[src/sv/prc_pkg.sv]
// Shared constants for the rotation stream cipher.
`default_nettype none
package prc_pkg;

  localparam int unsigned SEED_W     = 17;
  localparam int unsigned BYTE_W     = 8;
  localparam int unsigned CFG_IDX_W  = 2;
  localparam int unsigned PROD_W     = 24;
  localparam int unsigned AMOUNT_W   = 7;

  localparam logic [SEED_W-1:0] GEN_RESET = 17'd1;
  localparam logic [SEED_W-1:0] GEN_MOD   = 17'd65537;
  localparam logic [7:0]        GEN_MULT  = 8'd75;

  localparam logic [BYTE_W-1:0] CODE_LOW  = 8'd32;
  localparam logic [BYTE_W-1:0] CODE_SPAN = 8'd96;

  // x / 3 == (x * DIV3_RECIP) >> DIV3_SHIFT for every 12-bit x
  localparam logic [15:0] DIV3_RECIP = 16'd43691;
  localparam int unsigned DIV3_SHIFT = 17;

  typedef enum logic [CFG_IDX_W-1:0] {
    REG_DECRYPT_MODE = 2'd0,
    REG_START_SEED   = 2'd1
  } reg_idx_t;

endpackage
`default_nettype wire

[src/sv/prc_ifs.sv]
// Channel interfaces: byte input, byte output and configuration writes.
`default_nettype none
interface prc_in_if;
  logic                      valid;
  logic                      ready;
  logic [prc_pkg::BYTE_W-1:0] data_byte;
  logic                      restart;
  modport source (output valid, output data_byte, output restart, input ready);
  modport sink   (input valid, input data_byte, input restart, output ready);
endinterface

interface prc_out_if;
  logic                      valid;
  logic                      ready;
  logic [prc_pkg::BYTE_W-1:0] out_byte;
  modport source (output valid, output out_byte, input ready);
  modport sink   (input valid, input out_byte, output ready);
endinterface

interface prc_cfg_if;
  logic                         valid;
  logic                         ready;
  logic [prc_pkg::CFG_IDX_W-1:0] index;
  logic [prc_pkg::SEED_W-1:0]    data;
  modport source (output valid, output index, output data, input ready);
  modport sink   (input valid, input index, input data, output ready);
endinterface
`default_nettype wire

[src/sv/prc_gen.sv]
// Generator register: value*75 folded modulo 65537, one step per accepted beat.
`default_nettype none
module prc_gen (
  input  wire logic                      clk,
  input  wire logic                      rst,
  input  wire logic                      step,
  input  wire logic                      restart,
  input  wire logic [prc_pkg::SEED_W-1:0] seed,
  output logic      [prc_pkg::SEED_W-1:0] value
);
  import prc_pkg::*;

  logic [SEED_W-1:0] base;
  logic [PROD_W-1:0] prod;
  logic [15:0]       lo;
  logic [7:0]        hi;
  logic [SEED_W-1:0] value_next;

  assign base = restart ? seed : value;
  assign prod = PROD_W'(base) * PROD_W'(GEN_MULT);
  assign lo   = prod[15:0];
  assign hi   = prod[PROD_W-1:16];

  // the intermediate stays within 17 bits; the folded result always fits
  always_comb begin
    if (lo >= 16'(hi)) begin
      value_next = SEED_W'(lo) - SEED_W'(hi);
    end else begin
      value_next = SEED_W'(lo) + GEN_MOD - SEED_W'(hi);
    end
  end

  always_ff @(posedge clk) begin
    if (rst) begin
      value <= GEN_RESET;
    end else if (step) begin
      value <= value_next;
    end
  end

endmodule
`default_nettype wire

[src/sv/prc_rot.sv]
// Rotation of printable codes 32..127 by the generator value modulo 96.
`default_nettype none
module prc_rot (
  input  wire logic [prc_pkg::BYTE_W-1:0] data_byte,
  input  wire logic [prc_pkg::SEED_W-1:0] value,
  input  wire logic                       backward,
  output logic      [prc_pkg::BYTE_W-1:0] out_byte
);
  import prc_pkg::*;

  logic [11:0]         upper;
  logic [27:0]         quot_prod;
  logic [10:0]         quot;
  logic [11:0]         rem3;
  logic [AMOUNT_W-1:0] amount;
  logic [AMOUNT_W-1:0] off;
  logic [BYTE_W-1:0]   sum;
  logic [BYTE_W-1:0]   wrapped;
  logic                printable;

  // value mod 96 = 32 * ((value >> 5) mod 3) + (value mod 32)
  assign upper     = value[SEED_W-1:5];
  assign quot_prod = 28'(upper) * 28'(DIV3_RECIP);
  assign quot      = quot_prod[DIV3_SHIFT +: 11];
  assign rem3      = upper - 12'(quot) * 12'd3;
  assign amount    = {rem3[1:0], value[4:0]};

  assign printable = (data_byte >= CODE_LOW) && !data_byte[BYTE_W-1];
  assign off       = AMOUNT_W'(data_byte - CODE_LOW);

  always_comb begin
    if (backward) begin
      sum = BYTE_W'(off) + CODE_SPAN - BYTE_W'(amount);
    end else begin
      sum = BYTE_W'(off) + BYTE_W'(amount);
    end
    wrapped  = (sum >= CODE_SPAN) ? sum - CODE_SPAN : sum;
    out_byte = printable ? wrapped + CODE_LOW : data_byte;
  end

endmodule
`default_nettype wire

[src/sv/prng_rotation_stream_cipher.sv]
// Top level: configuration registers, input stage, rotation and output register.
//
//   port  | kind   | payload
//   ------+--------+-------------------------------
//   src   | sink   | data_byte[7:0], restart
//   dst   | source | out_byte[7:0]
//   cfg   | sink   | index[1:0], data[16:0]
//
// One byte per cycle sustained while the output is ready. The generator
// register steps in the cycle of the input beat; the byte waits in the input
// stage and is rotated into the output register when the output advances.
// A stalled output holds both stages; src.ready drops only when both are full.
// Reset: generator 1, decrypt_mode 0, start_seed 1, both stages empty.
`default_nettype none
module prng_rotation_stream_cipher (
  input  wire logic clk,
  input  wire logic rst,
  prc_in_if.sink    src,
  prc_out_if.source dst,
  prc_cfg_if.sink   cfg
);
  import prc_pkg::*;

  logic              decrypt_mode;
  logic [SEED_W-1:0] start_seed;
  logic              s1_valid;
  logic [BYTE_W-1:0] s1_byte;
  logic              out_valid;
  logic [BYTE_W-1:0] out_byte;
  logic [SEED_W-1:0] gen_value;
  logic [BYTE_W-1:0] rot_byte;
  logic              advance;
  logic              take;

  assign cfg.ready = 1'b1;

  always_ff @(posedge clk) begin
    if (rst) begin
      decrypt_mode <= 1'b0;
      start_seed   <= GEN_RESET;
    end else if (cfg.valid) begin
      unique case (cfg.index)
        REG_DECRYPT_MODE: decrypt_mode <= cfg.data[0];
        REG_START_SEED:   start_seed   <= cfg.data;
        default: ;
      endcase
    end
  end

  assign advance   = !out_valid || dst.ready;
  assign src.ready = !s1_valid || advance;
  assign take      = src.valid && src.ready;

  prc_gen u_gen (
    .clk     (clk),
    .rst     (rst),
    .step    (take),
    .restart (src.restart),
    .seed    (start_seed),
    .value   (gen_value)
  );

  // gen_value belongs to the byte in s1 until the next beat is taken
  prc_rot u_rot (
    .data_byte (s1_byte),
    .value     (gen_value),
    .backward  (decrypt_mode),
    .out_byte  (rot_byte)
  );

  always_ff @(posedge clk) begin
    if (rst) begin
      s1_valid  <= 1'b0;
      out_valid <= 1'b0;
    end else begin
      if (take) begin
        s1_valid <= 1'b1;
      end else if (advance) begin
        s1_valid <= 1'b0;
      end
      if (advance) begin
        out_valid <= s1_valid;
      end
    end
  end

  always_ff @(posedge clk) begin
    if (take) begin
      s1_byte <= src.data_byte;
    end
    if (advance && s1_valid) begin
      out_byte <= rot_byte;
    end
  end

  assign dst.valid    = out_valid;
  assign dst.out_byte = out_byte;

endmodule
`default_nettype wire

[src/flat_wrapper.sv]
// flat-port wrapper written by rule: the top's interface ports become plain ports
module prng_rotation_stream_cipher_flat import prc_pkg::*;
  (clk, rst, src_valid, src_data_byte, src_restart, src_ready, dst_valid, dst_out_byte, dst_ready, cfg_valid, cfg_index, cfg_data, cfg_ready);
  prc_in_if src_i ();
  prc_out_if dst_i ();
  prc_cfg_if cfg_i ();
  input  wire logic clk;
  input  wire logic rst;
  input wire logic [$bits(src_i.valid)-1:0] src_valid;
  input wire logic [$bits(src_i.data_byte)-1:0] src_data_byte;
  input wire logic [$bits(src_i.restart)-1:0] src_restart;
  output wire logic [$bits(src_i.ready)-1:0] src_ready;
  output wire logic [$bits(dst_i.valid)-1:0] dst_valid;
  output wire logic [$bits(dst_i.out_byte)-1:0] dst_out_byte;
  input wire logic [$bits(dst_i.ready)-1:0] dst_ready;
  input wire logic [$bits(cfg_i.valid)-1:0] cfg_valid;
  input wire logic [$bits(cfg_i.index)-1:0] cfg_index;
  input wire logic [$bits(cfg_i.data)-1:0] cfg_data;
  output wire logic [$bits(cfg_i.ready)-1:0] cfg_ready;
  assign src_i.valid = src_valid;
  assign src_i.data_byte = src_data_byte;
  assign src_i.restart = src_restart;
  assign src_ready = src_i.ready;
  assign dst_valid = dst_i.valid;
  assign dst_out_byte = dst_i.out_byte;
  assign dst_i.ready = dst_ready;
  assign cfg_i.valid = cfg_valid;
  assign cfg_i.index = cfg_index;
  assign cfg_i.data = cfg_data;
  assign cfg_ready = cfg_i.ready;
  prng_rotation_stream_cipher u_core (.clk(clk), .rst(rst), .src(src_i), .dst(dst_i), .cfg(cfg_i));
endmodule
[config.mk]
export PLATFORM = sky130hd
export DESIGN_NAME = prng_rotation_stream_cipher_flat
export DESIGN_NICKNAME = d
export VERILOG_FILES = /design/src/sv/prc_pkg.sv /design/src/sv/prc_ifs.sv /design/src/sv/prc_gen.sv /design/src/sv/prc_rot.sv /design/src/sv/prng_rotation_stream_cipher.sv /design/src/flat_wrapper.sv
export SDC_FILE = /design/constraint.sdc
export NUM_CORES = 1
export LEC_CHECK = 0
export ABC_AREA = 1
export BUFFER_PORTS_ARGS = -buffer_cell sky130_fd_sc_hd__buf_2
export CAP_MARGIN = 5
export CORE_MARGIN = 2
export CORE_UTILIZATION = 60
export DETAILED_ROUTE_END_ITERATION = 12
export PLACE_DENSITY = 0.85
export SKIP_LAST_GASP = 1
export SLEW_MARGIN = 20
export SYNTH_ARGS = -nofsm -noshare
export SYNTH_HDL_FRONTEND = slang
export SYNTH_SLANG_ARGS = --single-unit
[constraint.sdc]
create_clock -name clk -period 11.7 [get_ports clk]
set_clock_uncertainty 0.1 [all_clocks]
set_input_delay 2.34 -clock clk [delete_from_list [all_inputs] [get_ports clk]]
set_output_delay 2.34 -clock clk [all_outputs]
set_load 0.02 [all_outputs]
* Word level (Yosys, flattened, before mapping)
Cells that the tools add are included.
Cells by class: reduce and logical (&&, ||, !) cells 12, mux-type cells 7, $add $sub $neg 10, $lt $le $gt $ge 3, multipliers 3, eq/ne operators 1
Operators with widths (number):
- 17-bit 2-to-1 mux | 2
- 12-bit by 16-bit multiplier with 28-bit output (second input constant) | 1
- 17-bit by 7-bit multiplier with 24-bit output (second input constant) | 1
- 8-bit 2-to-1 mux | 3
- 16-bit by 17-bit adder with 17-bit output (second input constant) | 1
- 16-bit by 8-bit subtractor with 17-bit output | 1
- 17-bit by 8-bit subtractor with 17-bit output | 1
- 16-bit by 8-bit greater-or-equal comparator with 1-bit output | 1
- 11-bit by 2-bit multiplier with 2-bit output (second input constant) | 1
- 7-bit by 7-bit adder with 8-bit output | 1
- 7-bit by 7-bit adder with 8-bit output (second input constant) | 1
- 8-bit by 6-bit adder with 8-bit output (second input constant) | 1
- 8-bit by 6-bit greater-or-equal comparator with 1-bit output (second input constant) | 1
- 8-bit by 7-bit greater-or-equal comparator with 1-bit output (second input constant) | 1
- 8-bit by 7-bit subtractor with 8-bit output | 1
- 8-bit by 7-bit subtractor with 8-bit output (second input constant) | 1
- 7-bit by 6-bit subtractor with 7-bit output (second input constant) | 1
- 2-bit AND reduction | 2
- 1-bit logical AND | 3
- 1-bit logical NOT | 3
- 2-bit by 1-bit == test with 1-bit output (second input constant) | 1
- 2-bit logical NOT | 1
- 1-bit logical OR | 2
- 1-bit 2-to-1 mux | 2
- other kinds (2) | 2
Storage, ports and cells: logic and storage cells 43, output and inout bits 11, register bits 53, input bits 33

* Logic depth before layout (Yosys ltp)
Gate-level depths: netlist of the first run.
depth after elaboration 9, mapped depth 40, mapped depth without buffers 40

* Hierarchy
A second synthesis of the first run with hierarchy kept.
Second synthesis, totals: cells, all modules 1285, area total of the unflattened synthesis 9366.5 um^2
By module, submodules not included:
- prc_gen | area each 5032.3 um^2, instances 1, sequential area each 340.3 um^2, cells an instance 745
- prc_rot | area each 3001.6 um^2, instances 1, sequential area each 0.0 um^2, cells an instance 396
- prng_rotation_stream_cipher | area each 1332.5 um^2, instances 1, sequential area each 880.8 um^2, cells an instance 144

* Least setup slack after synthesis of the first run
No wires, ideal clock.
kind input -> register, start point input src_restart, end point register u_core.u_gen.value[7] (netlist bit), cell stages on the path 31, path buffers 2, setup slack 3.423 ns, required time 11.468 ns, setup time 0.132 ns, data arrival time 8.045 ns, path through clkbuf_1 -> clkbuf_1 -> mux2_2 -> ha_1 -> ha_1 -> inv_1 -> fa_1 -> inv_1 -> fa_1 -> ha_1 -> nand2_1 -> inv_1 -> nand2_1 -> nand2_1 -> a21oi_2 -> nand2_2 -> a21oi_1 -> xor2_1 -> inv_1 -> ha_1 -> inv_1 -> fa_1 -> inv_1 -> nand2_1 -> o21ai_0 -> nand2_1 -> nand2_1 -> xor2_1 -> nand3_1 -> nand3_1 -> a21oi_1
On the way: longest elaborated chain between the ends 5, elaborated cells on any way between the ends 7, classes of those cells add/sub (3); mul (1); order compare (1); mux (2)
Ends and longest elaborated chain:
- start: declaration | line flat_wrapper.sv:11 | input wire logic [$bits(src_i.restart)-1:0] src_restart;
- 17-bit 2-to-1 mux (*) | line prc_gen.sv:19 | assign base = restart ? seed : value;
- 17-bit by 7-bit multiplier with 24-bit output (*) | line prc_gen.sv:20 | assign prod = PROD_W'(base) * PROD_W'(GEN_MULT);
- 16-bit by 17-bit adder with 17-bit output | line prc_gen.sv:29 | value_next = SEED_W'(lo) + GEN_MOD - SEED_W'(hi);
- 17-bit by 8-bit subtractor with 17-bit output | line prc_gen.sv:29
- 17-bit 2-to-1 mux (*) | line prc_gen.sv:26 | if (lo >= 16'(hi)) begin
- end signal: assignment | line prc_gen.sv:37 | value <= value_next;
- end: declaration | line prc_gen.sv:9 | output logic [prc_pkg::SEED_W-1:0] value
Mark *: on every way between the ends. The rest lies on a longest branch, timed or not. A chain may end at the register's enable or synchronous reset.

* Final worst setup path of the first run
Ends and elaborated chain as after synthesis.

==> impl_metrics.tcl, run 1 <==
set metrics [dict create \
    status "complete, no violations" \
    ys_ff_latch 53 \
    drive_gt1_share_pct 6.72 \
    relSlewSlack_pct 31.7 \
    root_buffer "clkbuf_16" \
    core_um2 15200 \
    cp_slowest_cell "fa_1" \
    die_x_um 129 \
    dpl.hpwl_um 19200 \
    cts_sinks 53 \
    syn_nets 1562 \
    track_usage_pct 28.9 \
    syn_to_final_growth_pct 5.53 \
    num-fill-cells 1298 \
    path_max_fanout 26 \
    synthTopCellsByArea "ha_1 23%, fa_1 15%, inv_1 12%, nand2_1 9.6%, dfxtp_1 7.9%" \
    finalSetupViolCount 0 \
    synth_area_um2 9320 \
    period_share_pct 76.3 \
    r2r-start "u_core.u_gen.value[8]$_SDFFE_PP0P_" \
    first_pass_iters 5 \
    drt_wl_total_um 22600 \
    initial_utilization_pct 61.3 \
    clkLatencyLatePin_ns 0.30 \
    grt_pass1_vias 8164 \
    ant_nets 0 \
    syn_area_per_cell_um2 7.22 \
    met3_usage_pct 3.66 \
    clk_path_buf_depth 2 \
    vias 8255 \
    rows 45 \
    final_area_um2 9840 \
    antenna_found_initial 0 \
    finalSetupTns_ns 0 \
    cp_data_required_time_ns 11.77 \
    hp-class "reg2reg" \
    tritoncts "built" \
    finalHoldViolCount 0 \
    ctsHoldBuffers 0 \
    drt_iter0_drc 612 \
    synthArstFlopShare_pct 0 \
    worst_setup_path_end_kind "flop" \
    synth_top_cell_by_area "ha_1" \
    yosysTopAreaCellShare_pct 22.7 \
    synth-seq-area-share_pct 13.1 \
    yosysWarnings 0 \
    synthCells 1290 \
    path_class "in2reg" \
    arrival_ns 9.01 \
    max_stage_delay_ns 0.57 \
    synth_top_flop_cell "dfxtp_1" \
    cp_common_cell "nand2_1" \
    max_freq_ghz 0.112 \
    clk_pin_slew_ns 0.07 \
    avgRoutedWirePerCell_um 14.9 \
    n_antenna_cell 0 \
    dp_cells 1505 \
    cts_setup_buffers 0 \
    die_y_um 129 \
    fin_cells 1513 \
    min-delay-start "u_core.start_seed[6]$_SDFFE_PP0P_" \
    grt_max_degree 32 \
    portBuffers 42 \
    fin_crit_ns 8.93 \
    vias_per_cell 5.46 \
    drv_slew 0 \
    cap_viol_max_count 0 \
    finalWeightedCongestion 0.990 \
    htreeDepth 2 \
    drc 0 \
    critPathLaunch "src_restart" \
    start_kind "input pin" \
    final_nets 1596 \
    post_dp_cell_area_um2 9690 \
    cts_buffers 5 \
    die_area_um2 16500 \
    synth_edf_count 16 \
    yosysUniqueCellTypes 42 \
    gr-usage-met2_pct 51.1 \
    io_pins 44 \
    tightestPinTransition_ns 1.02 \
    synth_commonest_cells "295 x inv_1, 239 x nand2_1, 169 x ha_1" \
    grt_pass1_wl_um 38400 \
    rsz0062_at_grt "false" \
    top_usage_layer "met2" \
    grt_overflow 0 \
    use_met1_pct 36.9 \
    cts_resized 0 \
    synth.most_common_cell "inv_1" \
]
==> worst max-delay path, delay by kind of cell <==
family                   cells  cell delay [ns]
AO/OA/AOI/OAI                6             1.63
XOR/XNOR                     2             0.37
adder cells (fa/ha/maj)      7             2.95
buffers and inverters        6             0.73
AND/OR/NAND/NOR              8             0.97
==> flip-flops by register name, summed over array words and instances (netlist names) <==
signal	count
u_core.u_gen.value	17
u_core.dst.out_byte	8
u_core.decrypt_mode	1
u_core.start_seed	17
u_core.s1_byte	8
u_core.dst.valid	1
u_core.s1_valid	1
==> metrics by stage <==
stage / util, % / hold WS (ns) / setup slack (ns)
2_1_floorplan: - / 0.329 / 3.42
3_3_place_gp: 63.7 / 0.342 / 2.71
3_5_place_dp: 63.7 / 0.351 / 2.62
4_1_cts: 64.7 / 0.361 / 2.87
5_1_grt: 64.7 / 0.398 / 2.13
6_report: 64.7 / 0.366 / 2.77
==> logic make-up (layout without fill, tap and decap cells) <==
group                      Yosys count  after routing  synth area share [%]
and+or+nand+nor                    479            479                  22.5
buffers and inverters              314            349                  12.9
adders and majority gates          239            239                  37.7
AOI/OAI and AO/OA                  159            159                  9.29
DFF                                 53             53                  13.1
xor gates and xnor gates            37             37                  3.48
muxes                                8              8                 0.967
other                                1              1                0.0402
==> worst paths after layout <==
kind,slack (ns),end,cells after the start
hold / removal,0.37,u_core.start_seed[6]$_SDFFE_PP0P_,2
setup reg to reg,4.35,u_core.dst.out_byte[7]$_DFFE_PP_,33
hold reg to reg,0.37,u_core.start_seed[6]$_SDFFE_PP0P_,2
setup / recovery,2.77,u_core.u_gen.value[7]$_SDFFE_PP0P_,29
==> routing by layer <==
layer | wire length (µm) | vias up
met4 | 641 | 0
met5 | 0 | -
li1 | - | 4144
met2 | 10900 | 217
met1 | 9990 | 3857
met3 | 1090 | 37
==> area by class of cell <==
class / count / area (µm²) / area share, %
Clock buffer: 5 / 125 / 1.27
Sequential cell: 53 / 1220 / 12.4
Timing Repair Buffer: 43 / 218 / 2.21
Clock inverter: 3 / 21.3 / 0.216
Tap cell: 188 / 235 / 2.39
Multi-Input combinational cell: 923 / 6900 / 70.1
Inverter: 298 / 1120 / 11.4
==> placed cells by master, fill, tap and decap left out, drive strengths merged, types with 2 or more instances in the layout <==
cell type / count
a221oi: 2
o21ai: 58
edfxtp: 16
nor4: 5
xnor2: 13
nand2: 257
o21a: 4
o21bai: 6
inv: 297
xor2: 24
clkinv: 3
a21oi: 73
nand3b: 7
or2: 3
o211ai: 3
nor2: 98
a21boi: 2
nor3: 7
a21o: 3
fa: 70
a31oi: 5
o31ai: 2
clkbuf: 5
dfxtp: 37
mux2: 8
buf: 43
nand4: 20
nand3: 81
ha: 169
Power of run 1 is not shown: default switching activity piles up to over one toggle a cycle in this logic, so the estimate is an artifact.
==> run 2: changes to the inputs <==
ABC_AREA = 0   (was 1)
CORE_UTILIZATION = 58   (was 60)
PLACE_DENSITY = 0.86   (was 0.85)
clock period = 7.85 ns   (was 11.7 ns; I/O delays follow)
==> run 2 against run 1 <==
Net effect: the run now ends with setup timing left; critical endpoint is now u_core.dst.out_byte[7]$_DFFE_PP_; global-route usage increased by 2.4 points; synthesized area decreased by 4.1%; die area decreased by 0.74%.
==> impl_metrics.tcl, run 2 <==
set metrics [dict create \
    layout_common_cells "189 x inv_1, 165 x buf_4, 132 x ha_1" \
    synth_simple_gate_area_share_pct 14.9 \
    min_delay_path_depth 2 \
    track_usage_pct 31.3 \
    fin_cells 1448 \
    io_pins 44 \
    core_um2 15100 \
    synth_top_family_by_area "adder cells" \
    finalHoldViolCount 0 \
    vias 9381 \
    synth_area_um2 8940 \
    r2r_cells 33 \
    synth_top_flop_cell "dfxtp_1" \
    path_class "reg2reg" \
    synth.mux.area_fraction_pct 2.18 \
    pre_cts_ws_ns -0.644 \
    drt_wl_total_um 33000 \
    finalWeightedCongestion 0.962 \
    cap_viol_max_count 0 \
    die_y_um 128 \
    synth_commonest_cells "205 x inv_1, 169 x ha_1, 91 x nand2_1" \
    initial_utilization_pct 59.0 \
    ant_nets 0 \
    finalSetupViolCount 6 \
    grt_pass1_wl_um 40700 \
    drv_slew 0 \
    cts_sinks 53 \
    path_max_fanout 4 \
    cts_buffers 5 \
    htreeDepth 2 \
    root_buffer "clkbuf_16" \
    tritoncts "built" \
    synth-compound-area-share_pct 15.2 \
    synth_top_cell_by_area "ha_1" \
    syn_area_per_cell_um2 8.40 \
    relSlewSlack_pct 34.5 \
    ys_ff_latch 53 \
    avgRoutedWirePerCell_um 22.8 \
    die_area_um2 16400 \
    synth.most_common_cell "inv_1" \
    synth-seq-area-share_pct 13.7 \
    syn_to_final_growth_pct 29.3 \
    r2r-end "u_core.dst.out_byte[7]$_DFFE_PP_" \
    yosysWarnings 0 \
    ctsHoldBuffers 0 \
    yosysTopAreaCellShare_pct 23.6 \
    grt_max_degree 30 \
    synthCells 1064 \
    dpl.hpwl_um 20400 \
    clk_path_buf_depth 2 \
    synthArstFlopShare_pct 0 \
    fin_crit_ns 8.17 \
    cp_data_required_time_ns 7.93 \
    layout_commonest_cell "inv_1" \
    rows 45 \
    drc 0 \
    cp_common_cell "ha_2" \
    final_nets 1530 \
    rsz0062_at_grt "true" \
    tightestPinTransition_ns 0.975 \
    cp_top_family "adder cells" \
    cp_slowest_cell "fa_1" \
    syn_nets 1336 \
    violations "setup timing" \
    yosys.area_share.adder_pct 39.3 \
    yosysUniqueCellTypes 74 \
    clk_pin_slew_ns 0.08 \
    start_kind "flop" \
    post_dp_cell_area_um2 10500 \
    synth_edf_count 16 \
    min-delay-start "u_core.start_seed[6]$_SDFFE_PP0P_" \
    worst_setup_path_end_kind "flop" \
    dp_cells 1416 \
    max_stage_delay_ns 0.61 \
    period_share_pct 104 \
    first_pass_iters 6 \
    synthTopCellsByArea "ha_1 24%, fa_1 16%, inv_1 8.6%, dfxtp_1 8.3%, edfxtp_1 5.4%" \
    grt_overflow 0 \
    hp-class "reg2reg" \
    drt_iter0_drc 1136 \
    synth_xor_area_share_pct 4.90 \
    fin_ws_ns -0.318 \
    portBuffers 42 \
    drive_gt1_share_pct 28.6 \
    holdWs_ns 0.392 \
    arrival_ns 8.25 \
    antenna_found_initial 1 \
    holdPathEnd "u_core.start_seed[6]$_SDFFE_PP0P_" \
    max_freq_ghz 0.122 \
    clkLatencyLatePin_ns 0.32 \
    vias_per_cell 6.48 \
    top_regs "u_core.start_seed x17, u_core.u_gen.value x17" \
    grt_pass1_vias 8480 \
    die_x_um 128 \
    final_area_um2 11600 \
    reg2reg_slack_ns -0.32 \
    cp_num_buf_inv 4 \
    r2r-start "u_core.u_gen.value[13]$_SDFFE_PP0P_" \
    status "finished, violations left" \
]
[run 2: area by class of cell]
type | count | area, µm²
Multi-Input combinational cell | 781 | 7630
Fill cell | 861 | 3590
Timing Repair Buffer | 211 | 1540
Sequential cell | 53 | 1240
Inverter | 206 | 773
Tap cell | 188 | 235
Clock buffer | 6 | 129
Clock inverter | 2 | 13.8
Antenna cell | 1 | 2.50
[run 2: worst max path at each step]
stage | end | slack, ns | from | cells past startpoint
finish | u_core.dst.out_byte[7]$_DFFE_PP_ | -0.32 | u_core.u_gen.value[13]$_SDFFE_PP0P_ | 33
global route | u_core.dst.out_byte[7]$_DFFE_PP_ | -0.55 | u_core.u_gen.value[13]$_SDFFE_PP0P_ | 33
CTS | u_core.dst.out_byte[7]$_DFFE_PP_ | 0.006 | u_core.u_gen.value[16]$_SDFFE_PP0P_ | 33
detailed placement | u_core.u_gen.value[13]$_SDFFE_PP0P_ | -0.64 | src_restart | 29
global placement | u_core.u_gen.value[13]$_SDFFE_PP0P_ | -0.41 | src_restart | 29
floorplan | u_core.dst.out_byte[7]$_DFFE_PP_ | -0.02 | u_core.u_gen.value[11]$_SDFFE_PP0P_ | 33
[run 2: logic make-up after synthesis]
| logic type | count (synthesis) |
|---|---|
| AOI/OAI and AO/OA | 203 |
| xor gates and xnor gates | 50 |
| adders and majority gates | 239 |
| buffers and inverters | 230 |
| DFF | 53 |
| muxes | 18 |
| other | 1 |
| and+or+nand+nor | 270 |
[run 2: repair_timing]
| action | in CTS | in global routing |
|---|---|---|
| gates cloned | 0 | 1 |
| buffers inserted | 4 | 19 |
| pin swaps | 22 | 85 |
| setup endpoints to repair | 11 | 15 |
| hold endpoints to repair | 0 | 0 |
| resized for setup | 31 | 122 |
[run 2: tightest hold or removal path, delay by kind of cell, from the launching register on]
| family | cells | cell delay (ns) |
|---|---|---|
| DFF | 1 | 0.32 |
| AOI/OAI and AO/OA | 1 | 0.06 |
| and+or+nand+nor | 1 | 0.06 |
[run 2: metrics by stage]
step	setup TNS (ns)	utilization, %
4_1_cts	0	71.0
6_report	-0.587	76.3
2_1_floorplan	-0.0167	-
5_1_grt	-1.65	76.3
3_3_place_gp	-3.72	69.1
3_5_place_dp	-6.43	69.1
[run 2: metal layers]
layer	track usage (%)	routed length [µm]	vias to the layer above
li1	-	-	3992
met1	37.7	11600	4334
met2	54.4	15000	747
met3	3.84	3140	308
met4	17.3	3190	0
met5	0	0	-
Power of run 2 is left out for the same reason.
